<file path="config.mk">
export PLATFORM = sky130hd
export DESIGN_NAME = tlv_packet_parser
export DESIGN_NICKNAME = d
export VERILOG_FILES = /design/src/design/tlvp_pkg.sv /design/src/design/tlvp_regs.sv /design/src/design/tlvp_core.sv /design/src/design/tlvp_fifo.sv /design/src/design/tlv_packet_parser.sv
export SDC_FILE = /design/constraint.sdc
export NUM_CORES = 2
export LEC_CHECK = 0
export BUFFER_PORTS_ARGS = -buffer_cell sky130_fd_sc_hd__buf_4
export CAP_MARGIN = 5
export CORE_UTILIZATION = 45
export DETAILED_ROUTE_END_ITERATION = 12
export PLACE_DENSITY_LB_ADDON = 0.3
export REMOVE_ABC_BUFFERS = 1
export SLEW_MARGIN = 30
export SYNTH_ARGS = -nofsm -noshare
export SYNTH_HDL_FRONTEND = slang
export SYNTH_SLANG_ARGS = --single-unit
export TNS_END_PERCENT = 30
</file>
<file path="constraint.sdc">
create_clock -name clk_i -period 10.8 [get_ports clk_i]
set_input_delay 1.62 -clock clk_i [delete_from_list [all_inputs] [get_ports clk_i]]
set_output_delay 1.62 -clock clk_i [all_outputs]
set_load 0.02 [all_outputs]
</file>
<file path="src/design/tlvp_pkg.sv">
// shared types, constants and codes of the type-length-value packet parser
// no dependencies; imported by every module of the block
package tlvp_pkg;

  // packet layout
  localparam int HEADER_BYTES    = 18;
  localparam int FIELD_HDR_BYTES = 6;
  localparam int MAX_TRAILING    = 8;
  localparam int CMD_END_POS     = 3;
  localparam int TXN_END_POS     = 7;
  localparam int BODY_END_POS    = 11;
  localparam int RSV_END_POS     = 15;
  localparam int HDR_END_POS     = HEADER_BYTES - 1;

  // widths
  localparam int POS_W    = 25;
  localparam int SHIFT_W  = 48;
  localparam int MAXB_W   = 24;
  localparam int MAXF_W   = 16;
  localparam int FHI_W    = 3;
  localparam int APB_AW   = 3;
  localparam int APB_DW   = 32;
  localparam int TDATA_W  = 216;

  // reset values of the limit registers
  localparam logic [MAXB_W-1:0] MAX_BODY_RST  = 24'd1048576;
  localparam logic [MAXF_W-1:0] MAX_FIELD_RST = 16'd64;

  // default depth of the result queue
  localparam int RES_DEPTH_DEF = 8;

  // register map, indexed by paddr[2]
  typedef enum logic {
    REG_MAX_BODY  = 1'b0,
    REG_MAX_FIELD = 1'b1
  } reg_idx_e;

  typedef enum logic [1:0] {
    EV_HEADER  = 2'd0,
    EV_FIELD   = 2'd1,
    EV_VALUE   = 2'd2,
    EV_VERDICT = 2'd3
  } ev_kind_e;

  typedef enum logic [3:0] {
    VD_OK           = 4'd0,
    VD_SHORT        = 4'd1,
    VD_BODY_LIMIT   = 4'd2,
    VD_FIELD_LIMIT  = 4'd3,
    VD_BODY_PAST    = 4'd4,
    VD_FHDR_OVERRUN = 4'd5,
    VD_VALUE_OVERRUN= 4'd6,
    VD_NOT_FILLED   = 4'd7,
    VD_TRAILING     = 4'd8
  } verdict_e;

  typedef struct packed {
    logic [MAXB_W-1:0] max_body;
    logic [MAXF_W-1:0] max_field;
  } cfg_t;

  typedef struct packed {
    ev_kind_e     kind;
    logic [31:0]  command_word;
    logic [31:0]  transaction_word;
    logic [31:0]  reserved_word;
    logic [15:0]  declared_fields;
    logic [15:0]  field_number;
    logic [31:0]  field_type;
    logic [15:0]  field_length;
    logic [7:0]   value_byte;
    verdict_e     verdict_code;
    logic [POS_W-1:0] packet_length;
    logic         last_of_run;
  } result_t;

  // up to two results per input byte, first one in slot a
  typedef struct packed {
    logic [1:0] cnt;
    result_t    a;
    result_t    b;
  } push_t;

endpackage

</file>
<file path="src/design/tlvp_regs.sv">
// limit registers behind the apb-style configuration port
// depends on tlvp_pkg
module tlvp_regs (
  input  logic                         clk_i,
  input  logic                         rst_ni,
  input  logic                         psel,
  input  logic                         penable,
  input  logic                         pwrite,
  input  logic [tlvp_pkg::APB_AW-1:0]  paddr,
  input  logic [tlvp_pkg::APB_DW-1:0]  pwdata,
  output logic [tlvp_pkg::APB_DW-1:0]  prdata,
  output logic                         pready,
  output tlvp_pkg::cfg_t               cfg_o
);
  import tlvp_pkg::*;

  cfg_t cfg_q;
  logic wr_en;

  assign pready = 1'b1;
  assign wr_en  = psel & penable & pwrite;

  always_ff @(posedge clk_i or negedge rst_ni) begin
    if (!rst_ni) begin
      cfg_q.max_body  <= MAX_BODY_RST;
      cfg_q.max_field <= MAX_FIELD_RST;
    end else if (wr_en) begin
      if (reg_idx_e'(paddr[2]) == REG_MAX_FIELD) begin
        cfg_q.max_field <= pwdata[MAXF_W-1:0];
      end else begin
        cfg_q.max_body <= pwdata[MAXB_W-1:0];
      end
    end
  end

  always_comb begin
    if (reg_idx_e'(paddr[2]) == REG_MAX_FIELD) begin
      prdata = {{(APB_DW-MAXF_W){1'b0}}, cfg_q.max_field};
    end else begin
      prdata = {{(APB_DW-MAXB_W){1'b0}}, cfg_q.max_body};
    end
  end

  assign cfg_o = cfg_q;

endmodule

</file>
<file path="src/design/tlvp_core.sv">
// input register, parse state and per-byte result logic
// depends on tlvp_pkg
module tlvp_core (
  input  logic            clk_i,
  input  logic            rst_ni,
  input  logic            accept_i,
  input  logic [7:0]      data_byte_i,
  input  logic            is_last_i,
  input  tlvp_pkg::cfg_t  cfg_i,
  output logic            busy_o,
  output tlvp_pkg::push_t push_o
);
  import tlvp_pkg::*;

  localparam logic [POS_W-1:0] POS_MAX = '1;

  // input register
  logic       in_valid_q;
  logic [7:0] data_q;
  logic       last_q;

  // parse state
  logic [POS_W-1:0]   pos_q, pos_d;
  logic [SHIFT_W-1:0] shift_q, shift_d;
  logic [31:0]        body_q, body_d;
  logic [15:0]        fe_q, fe_d;
  logic [15:0]        done_q, done_d;
  logic [FHI_W-1:0]   fhi_q, fhi_d;
  logic [31:0]        type_q, type_d;
  logic [15:0]        vrem_q, vrem_d;
  verdict_e           err_q, err_d;
  logic [31:0]        cmd_q, cmd_d;
  logic [31:0]        txn_q, txn_d;
  logic [31:0]        rsv_q, rsv_d;
  logic [15:0]        flen_q, flen_d;

  logic               in_header;
  logic [POS_W-1:0]   consumed;
  logic [32:0]        body_rem;
  logic               bnd;
  logic               have_main;
  result_t            main_res;
  result_t            vd_res;
  verdict_e           code;
  logic [32:0]        end_len;
  logic [32:0]        len_ext;

  always_ff @(posedge clk_i or negedge rst_ni) begin
    if (!rst_ni) begin
      in_valid_q <= 1'b0;
    end else begin
      in_valid_q <= accept_i;
    end
  end

  always_ff @(posedge clk_i) begin
    if (accept_i) begin
      data_q <= data_byte_i;
      last_q <= is_last_i;
    end
  end

  assign busy_o    = in_valid_q;
  assign in_header = pos_q < POS_W'(HEADER_BYTES);
  // body bytes consumed through this byte; zero on the last header byte
  assign consumed  = in_header ? '0 : pos_q - POS_W'(HDR_END_POS);
  assign body_rem  = {1'b0, body_q} - {8'b0, consumed};

  always_comb begin
    pos_d   = pos_q;
    shift_d = shift_q;
    body_d  = body_q;
    fe_d    = fe_q;
    done_d  = done_q;
    fhi_d   = fhi_q;
    type_d  = type_q;
    vrem_d  = vrem_q;
    err_d   = err_q;
    cmd_d   = cmd_q;
    txn_d   = txn_q;
    rsv_d   = rsv_q;
    flen_d  = flen_q;
    bnd       = 1'b0;
    have_main = 1'b0;
    main_res  = '0;
    vd_res    = '0;
    code      = VD_OK;
    end_len   = '0;
    len_ext   = '0;
    push_o    = '0;

    if (in_valid_q) begin
      if (in_header) begin
        shift_d = {shift_q[SHIFT_W-9:0], data_q};
        if (pos_q == POS_W'(CMD_END_POS)) begin
          cmd_d = shift_d[31:0];
        end else if (pos_q == POS_W'(TXN_END_POS)) begin
          txn_d = shift_d[31:0];
        end else if (pos_q == POS_W'(BODY_END_POS)) begin
          body_d = shift_d[31:0];
        end else if (pos_q == POS_W'(RSV_END_POS)) begin
          rsv_d = shift_d[31:0];
        end else if (pos_q == POS_W'(HDR_END_POS)) begin
          fe_d                      = shift_d[15:0];
          have_main                 = 1'b1;
          main_res.kind             = EV_HEADER;
          main_res.command_word     = cmd_q;
          main_res.transaction_word = txn_q;
          main_res.reserved_word    = rsv_q;
          main_res.declared_fields  = fe_d;
          shift_d                   = '0;
          bnd                       = 1'b1;
        end
      end else if (pos_q != POS_MAX && err_q == VD_OK && done_q < fe_q) begin
        if (vrem_q != '0) begin
          have_main             = 1'b1;
          main_res.kind         = EV_VALUE;
          main_res.field_number = done_q;
          main_res.field_type   = type_q;
          main_res.field_length = flen_q;
          main_res.value_byte   = data_q;
          vrem_d                = vrem_q - 16'd1;
          if (vrem_q == 16'd1) begin
            done_d = done_q + 16'd1;
            bnd    = 1'b1;
          end
        end else begin
          shift_d = {shift_q[SHIFT_W-9:0], data_q};
          if (fhi_q == FHI_W'(FIELD_HDR_BYTES - 1)) begin
            fhi_d                 = '0;
            type_d                = shift_d[47:16];
            flen_d                = shift_d[15:0];
            have_main             = 1'b1;
            main_res.kind         = EV_FIELD;
            main_res.field_number = done_q;
            main_res.field_type   = type_d;
            main_res.field_length = flen_d;
            if ({17'b0, flen_d} > body_rem) begin
              err_d = VD_VALUE_OVERRUN;
            end else if (flen_d == '0) begin
              done_d = done_q + 16'd1;
              bnd    = 1'b1;
            end else begin
              vrem_d = flen_d;
            end
          end else begin
            fhi_d = fhi_q + FHI_W'(1);
          end
        end
      end

      // field boundary: all fields done, or room for another field header
      if (bnd) begin
        if (done_d >= fe_d) begin
          if (body_rem != '0) begin
            err_d = VD_NOT_FILLED;
          end
        end else if (body_rem < 33'(FIELD_HDR_BYTES)) begin
          err_d = VD_FHDR_OVERRUN;
        end
      end

      if (pos_q != POS_MAX) begin
        pos_d = pos_q + POS_W'(1);
      end

      main_res.last_of_run = ~last_q;

      if (last_q) begin
        len_ext = {8'b0, pos_d};
        end_len = 33'(HEADER_BYTES) + {1'b0, body_d};
        if (pos_d < POS_W'(HEADER_BYTES)) begin
          code = VD_SHORT;
        end else if (body_d > {8'b0, cfg_i.max_body}) begin
          code = VD_BODY_LIMIT;
        end else if (fe_d > cfg_i.max_field) begin
          code = VD_FIELD_LIMIT;
        end else if (end_len > len_ext) begin
          code = VD_BODY_PAST;
        end else if (err_d != VD_OK) begin
          code = err_d;
        end else if ((len_ext - end_len) > 33'(MAX_TRAILING)) begin
          code = VD_TRAILING;
        end
        vd_res.kind          = EV_VERDICT;
        vd_res.verdict_code  = code;
        vd_res.packet_length = (code == VD_OK) ? end_len[POS_W-1:0] : '0;
        vd_res.last_of_run   = 1'b1;
        if (have_main) begin
          push_o.cnt = 2'd2;
          push_o.a   = main_res;
          push_o.b   = vd_res;
        end else begin
          push_o.cnt = 2'd1;
          push_o.a   = vd_res;
        end
        // back to reset for the next packet
        pos_d   = '0;
        shift_d = '0;
        body_d  = '0;
        fe_d    = '0;
        done_d  = '0;
        fhi_d   = '0;
        type_d  = '0;
        vrem_d  = '0;
        err_d   = VD_OK;
        cmd_d   = '0;
        txn_d   = '0;
        rsv_d   = '0;
        flen_d  = '0;
      end else if (have_main) begin
        push_o.cnt = 2'd1;
        push_o.a   = main_res;
      end
    end
  end

  always_ff @(posedge clk_i or negedge rst_ni) begin
    if (!rst_ni) begin
      pos_q   <= '0;
      shift_q <= '0;
      body_q  <= '0;
      fe_q    <= '0;
      done_q  <= '0;
      fhi_q   <= '0;
      type_q  <= '0;
      vrem_q  <= '0;
      err_q   <= VD_OK;
      cmd_q   <= '0;
      txn_q   <= '0;
      rsv_q   <= '0;
      flen_q  <= '0;
    end else begin
      pos_q   <= pos_d;
      shift_q <= shift_d;
      body_q  <= body_d;
      fe_q    <= fe_d;
      done_q  <= done_d;
      fhi_q   <= fhi_d;
      type_q  <= type_d;
      vrem_q  <= vrem_d;
      err_q   <= err_d;
      cmd_q   <= cmd_d;
      txn_q   <= txn_d;
      rsv_q   <= rsv_d;
      flen_q  <= flen_d;
    end
  end

endmodule

</file>
<file path="src/design/tlvp_fifo.sv">
// result queue: takes up to two results a cycle, hands out one
// depends on tlvp_pkg
module tlvp_fifo #(
  parameter int DEPTH = tlvp_pkg::RES_DEPTH_DEF
) (
  input  logic                         clk_i,
  input  logic                         rst_ni,
  input  tlvp_pkg::push_t              push_i,
  input  logic                         pop_i,
  output logic                         valid_o,
  output tlvp_pkg::result_t            head_o,
  output logic [$clog2(DEPTH+1)-1:0]   count_o
);
  import tlvp_pkg::*;

  localparam int PW = $clog2(DEPTH);
  localparam int CW = $clog2(DEPTH + 1);

  result_t         mem [DEPTH];
  logic [PW-1:0]   wr_q, wr_d, rd_q, rd_d;
  logic [PW-1:0]   wr_next;
  logic [CW-1:0]   cnt_q, cnt_d;

  function automatic logic [PW-1:0] wrap_inc(input logic [PW-1:0] p);
    wrap_inc = (p == PW'(DEPTH - 1)) ? '0 : p + PW'(1);
  endfunction

  assign wr_next = wrap_inc(wr_q);

  always_comb begin
    wr_d = wr_q;
    rd_d = rd_q;
    if (push_i.cnt == 2'd2) begin
      wr_d = wrap_inc(wr_next);
    end else if (push_i.cnt == 2'd1) begin
      wr_d = wr_next;
    end
    if (pop_i) begin
      rd_d = wrap_inc(rd_q);
    end
    cnt_d = cnt_q + CW'(push_i.cnt) - CW'(pop_i);
  end

  always_ff @(posedge clk_i or negedge rst_ni) begin
    if (!rst_ni) begin
      wr_q  <= '0;
      rd_q  <= '0;
      cnt_q <= '0;
    end else begin
      wr_q  <= wr_d;
      rd_q  <= rd_d;
      cnt_q <= cnt_d;
    end
  end

  always_ff @(posedge clk_i) begin
    if (push_i.cnt != 2'd0) begin
      mem[wr_q] <= push_i.a;
    end
    if (push_i.cnt == 2'd2) begin
      mem[wr_next] <= push_i.b;
    end
  end

  assign valid_o = cnt_q != '0;
  assign head_o  = mem[rd_q];
  assign count_o = cnt_q;

endmodule

</file>
<file path="src/design/tlv_packet_parser.sv">
// the results of a byte pass the core's input register and then the result queue; the
// verdict of a byte that also gives a header, field or value result leaves after it
// throughput: one byte per cycle; s_axis_tready drops while the queued results, plus two for a
// byte in the core, exceed RES_DEPTH - 4; one result leaves per cycle with m_axis_tready
// reset: asynchronous, active low; clears parse state and queue, limit registers to defaults
// top level of the streaming type-length-value packet parser, needs tlvp_pkg
module tlv_packet_parser #(
  // result queue depth, at least 4
  parameter int RES_DEPTH = tlvp_pkg::RES_DEPTH_DEF
) (
  input  logic                          clk_i,
  input  logic                          rst_ni,
  // packet byte stream
  input  logic                          s_axis_tvalid,
  output logic                          s_axis_tready,
  input  logic [7:0]                    s_axis_tdata,  // [7:0] data_byte
  input  logic                          s_axis_tlast,  // is_last
  // result stream
  output logic                          m_axis_tvalid,
  input  logic                          m_axis_tready,
  // [31:0] command_word, [63:32] transaction_word, [95:64] reserved_word,
  // [111:96] declared_fields, [127:112] field_number, [159:128] field_type,
  // [175:160] field_length, [183:176] value_byte, [187:184] verdict_code,
  // [212:188] packet_length, [215:213] zero
  output logic [tlvp_pkg::TDATA_W-1:0]  m_axis_tdata,
  output logic [1:0]                    m_axis_tuser,  // [1:0] event_kind
  output logic                          m_axis_tlast,  // last_of_run
  // configuration
  input  logic                          psel,
  input  logic                          penable,
  input  logic                          pwrite,
  input  logic [tlvp_pkg::APB_AW-1:0]   paddr,
  input  logic [tlvp_pkg::APB_DW-1:0]   pwdata,
  output logic [tlvp_pkg::APB_DW-1:0]   prdata,
  output logic                          pready
);
  import tlvp_pkg::*;

  localparam int CW = $clog2(RES_DEPTH + 1);

  cfg_t            cfg;
  push_t           push;
  result_t         head;
  logic            busy;
  logic            in_acc;
  logic            out_acc;
  logic [CW-1:0]   q_count;
  logic [CW:0]     q_load;

  // limit registers
  tlvp_regs u_regs (
    .clk_i   (clk_i),
    .rst_ni  (rst_ni),
    .psel    (psel),
    .penable (penable),
    .pwrite  (pwrite),
    .paddr   (paddr),
    .pwdata  (pwdata),
    .prdata  (prdata),
    .pready  (pready),
    .cfg_o   (cfg)
  );

  // a byte transaction lands in the core's input register, is parsed in the
  // next cycle and its results go straight into the queue
  assign in_acc = s_axis_tvalid & s_axis_tready;

  tlvp_core u_core (
    .clk_i       (clk_i),
    .rst_ni      (rst_ni),
    .accept_i    (in_acc),
    .data_byte_i (s_axis_tdata),
    .is_last_i   (s_axis_tlast),
    .cfg_i       (cfg),
    .busy_o      (busy),
    .push_o      (push)
  );

  // worst case the byte in the core and the byte taken now push two results
  // each, so keep room for four beyond what is queued and in flight
  assign q_load        = {1'b0, q_count} + (busy ? (CW+1)'(2) : '0);
  assign s_axis_tready = q_load <= (CW+1)'(RES_DEPTH - 4);

  assign out_acc = m_axis_tvalid & m_axis_tready;

  tlvp_fifo #(
    .DEPTH (RES_DEPTH)
  ) u_fifo (
    .clk_i   (clk_i),
    .rst_ni  (rst_ni),
    .push_i  (push),
    .pop_i   (out_acc),
    .valid_o (m_axis_tvalid),
    .head_o  (head),
    .count_o (q_count)
  );

  // pack the result fields, first field lowest
  assign m_axis_tdata = {3'b000,
                         head.packet_length,
                         head.verdict_code,
                         head.value_byte,
                         head.field_length,
                         head.field_type,
                         head.field_number,
                         head.declared_fields,
                         head.reserved_word,
                         head.transaction_word,
                         head.command_word};
  assign m_axis_tuser = head.kind;
  assign m_axis_tlast = head.last_of_run;

  // queue never overfills
  a_queue_bound: assert property (@(posedge clk_i) disable iff (!rst_ni)
    q_count <= CW'(RES_DEPTH))
    else $error("result queue overfilled");

  // a verdict always closes the run of its byte
  a_verdict_last: assert property (@(posedge clk_i) disable iff (!rst_ni)
    (m_axis_tvalid && m_axis_tuser == EV_VERDICT) |-> m_axis_tlast)
    else $error("verdict without last mark");

  // a byte with two results has its verdict second
  a_pair_order: assert property (@(posedge clk_i) disable iff (!rst_ni)
    (push.cnt == 2'd2) |-> (push.b.kind == EV_VERDICT && push.a.kind != EV_VERDICT))
    else $error("bad result pair order");

  // results only follow a byte held in the core
  a_push_src: assert property (@(posedge clk_i) disable iff (!rst_ni)
    (push.cnt != 2'd0) |-> busy)
    else $error("result without a byte");

endmodule

</file>
==> flow_summary.yaml <==
global_routing:
  grtUsageTotal_pct: 29.0
  grt_pass1_wl_mm: 492
  grt_pass1_vias: 77156
  grt_max_degree: 158
  overflow: 0
  antenna_found_initial: 8
power_and_ir_drop:
  power.total_mw: 21.2
  p_per_area_nw_per_um2: 193
  p_leak_nw: 41.0
  ir_drop_mv: 0.214
setup_path:
  start_kind: "flip-flop"
  crit_fanout: 48
  cp_slowest_stage_delay_ns: 0.61
  path_delay_family: "compound AO/OA/AOI/OAI gates"
  slowest_stage: "or4b_1"
  rr_startpoint: "u_core.pos_q[19]"
  worstSetupPathType: "reg2reg"
  rrSetupSlack_ns: 0.53
  crit_path_start: "u_core.pos_q[19]"
  worst-endpoint-arrival_ns: 10.98
  crit_buf_inv: 4
  required_ns: 11.51
  endpoint_kind: "flip-flop"
placement:
  numPortBuffers: 282
  dp.cells: 11651
  place.gp.congestion: 0.948
  pre_cts_slack_ns: 0.313
  dpl.hpwl_mm: 187
timing:
  period_share_pct: 95.1
  finalSetupViolations: 0
  fmax_mhz: 97.4
  finClkSkew_ns: 0.0582
  timing_hold_violations_final: 0
  rsz0062_at_grt: "false"
  tightest_slew_ns: 1.08
  setup_ws_ns: 0.533
  finalMaxSlewViolations: 0
  timing.hold.ws_ns: 0.453
  slew_headroom_pct: 27.8
  period_needed_ns: 10.27
die:
  die_y_um: 469
  row_count: 171
  core_um2: 217000
  start_util_pct: 45.3
  die_w_um: 469
  die_area_um2: 220000
  pin_count: 305
route:
  wl_per_cell_um: 27.3
  drt_iter0_markers: 8886
  drtAntennaViolNets: 0
  firstDrtPassIters: 8
  vias: 78590
  routed_wl_mm: 329
  drc: 0
  vias_per_cell: 6.52
clock_tree:
  cts_sinks: 2084
  htreeDepth: 4
  cts.clk_slew.worst_paths_ns: 0.06
  root_buffer: "clkbuf_16"
  cts_made_buffers: 210
  cts_tree: "built"
  clk_latency_ns: 0.92
  clk_path_buf_depth: 3
logic_synthesis:
  ys_types: 91
  syn_inst: 9329
  ys_seq_area_share_pct: 46.9
  syn_avg_cell_area_um2: 10.5
  ys.flop_type: "dfxtp_1"
  synthAdderAreaFrac_pct: 2.15
  synth_compound_area_share_pct: 19.2
  synth-simple-area-share_pct: 11.4
  yosys_warnings: 0
  synthMuxAreaShare_pct: 14.5
  async_flop_share_pct: 16.7
  yosys_register_bits: 2084
  synth_edf_count: 265
  synth_top_family_by_area: "compound AO/OA/AOI/OAI gates"
  yosys.area_share.xor_xnor_pct: 0.900
  syn_area_um2: 98300
cells_and_area:
  drive_above_1_share_pct: 20.2
  syn_to_final_growth_pct: 11.9
  layoutNonFillerInstCount: 12059
  ff_latch_area_um2: 46100
  n_fill_cell: 18931
  multi_input_area_um2: 47900
  nets: 9233
  postLayoutCoreUtil_pct: 50.7
min_path:
  hp-start: "u_fifo.mem[4][187]"
  hp-class: "reg2reg"
status:
  status: "completed"
job:
  drv_cap: 0
routing by layer:
layer / global-route usage, % / vias up / part of all wire (%)
met5: 0 / - / 0.0088
met4: 12.3 / 4 / 4.2
met3: 5.79 / 678 / 9.6
met2: 45.4 / 4140 / 46
met1: 38.9 / 39484 / 41
li1: - / 34284 / -
where the power goes:
part	switching (mW)	internal, mW
Combinational	3.18	1.70
Clock	3.28	4.27
Sequential	0.623	8.14
Total	7.08	14.1
through the flow:
step	TNS [ns]	instance area, µm²
3_3_place_gp	0	102000
2_1_floorplan	-5924.47	94200
3_5_place_dp	0	103000
4_1_cts	0	110000
6_report	0	110000
5_1_grt	0	110000
worst register-to-register path, delay by kind of cell, from the launching register on:
kind	cells	cell delay, ns
compound gates	17	3.86
simple gates	14	3.59
fa+ha+maj	4	1.24
buf+inv	4	0.94
flops	1	0.37
xor+xnor	1	0.14
area by class of cell:
class                   count  area share, %
flip-flops and latches   2084           41.9
repair buffers            505           4.17
diodes                      6         0.0136
inverters                 170          0.584
clock inverters            82          0.829
multi-input cells        6044           43.5
well taps                2854           3.25
clock buffers             314           5.71
flip-flops by register name, summed over array words and instances (netlist names), 25 cells and up:
| register | flops |
|---|---|
| u_core.cmd_q | 32 |
| u_core.pos_q | 25 |
| u_regs.cfg_o | 40 |
| u_core.shift_q | 40 |
| u_fifo.mem | 1728 |
| u_core.txn_q | 32 |
| u_core.rsv_q | 32 |
| u_core.type_q | 32 |
| u_core.body_q | 32 |
cells by family (layout without fill, tap and decap cells):
| family | after synthesis | count (layout) |
|---|---|---|
| AOI/OAI and AO/OA | 2531 | 2531 |
| and+or+nand+nor | 2383 | 2383 |
| buffers and inverters | 1211 | 1071 |
| xor gates and xnor gates | 101 | 101 |
| other | 2 | 18 |
| adders and majority gates | 167 | 167 |
| muxes | 850 | 850 |
| DFF | 2084 | 2084 |
worst paths after layout:
| check | to | cells past startpoint |
|---|---|---|
| max | u_fifo.mem[6][21] | 40 |
| min | u_fifo.mem[4][187] | 2 |
| max reg2reg | u_fifo.mem[6][21] | 40 |
| min reg2reg | u_fifo.mem[4][187] | 2 |
| max in group asynchronous | u_core.shift_q[24] | 3 |
| min in group asynchronous | u_core.cmd_q[8] | 1 |
cells in the final DEF (no fill, tap or decap), drive strengths merged, types with 182 or more instances in the layout:
cell     Yosys  layout
a2111oi    205     205
dfrtp      345     345
nand3      783     783
inv        170     182
edfxtp     265     265
a22o       768     768
buf        154     503
mux2       267     267
clkbuf     887     316
o21ai      614     614
a21oi      496     496
nand2      612     612
nor2       484     484
dfxtp     1472    1472
or3        187     187
mux4       432     432
synthesized netlist by cell type, drive strengths merged, types with 24 or more instances:
cell	n	area (µm²)
dfxtp	1472	29500
clkbuf	887	3340
nand3	783	3920
a22o	768	6730
o21ai	614	3070
nand2	612	2300
a21oi	496	2480
nor2	484	1820
mux4	432	9730
dfrtp	345	8630
mux2	267	3010
edfxtp	265	7960
a2111oi	205	3050
or3	187	1170
inv	170	638
ha	164	2050
buf	154	815
mux2i	151	1510
o2bb2ai	133	1160
nor3	71	355
xnor2	62	543
o22ai	59	375
a21o	48	360
nand4	44	275
nor4	41	263
xor2	39	342
and3	29	181
nand2b	26	163
o31ai	24	180
repair_timing:
item	4_1_cts	5_1_grt
setup endpoints to repair	0	207
resized for setup	0	18
hold endpoints to repair	0	0
hold buffers	0	0
buffers inserted	0	0
No activity file was read; power rests on OpenSTA's default activity.
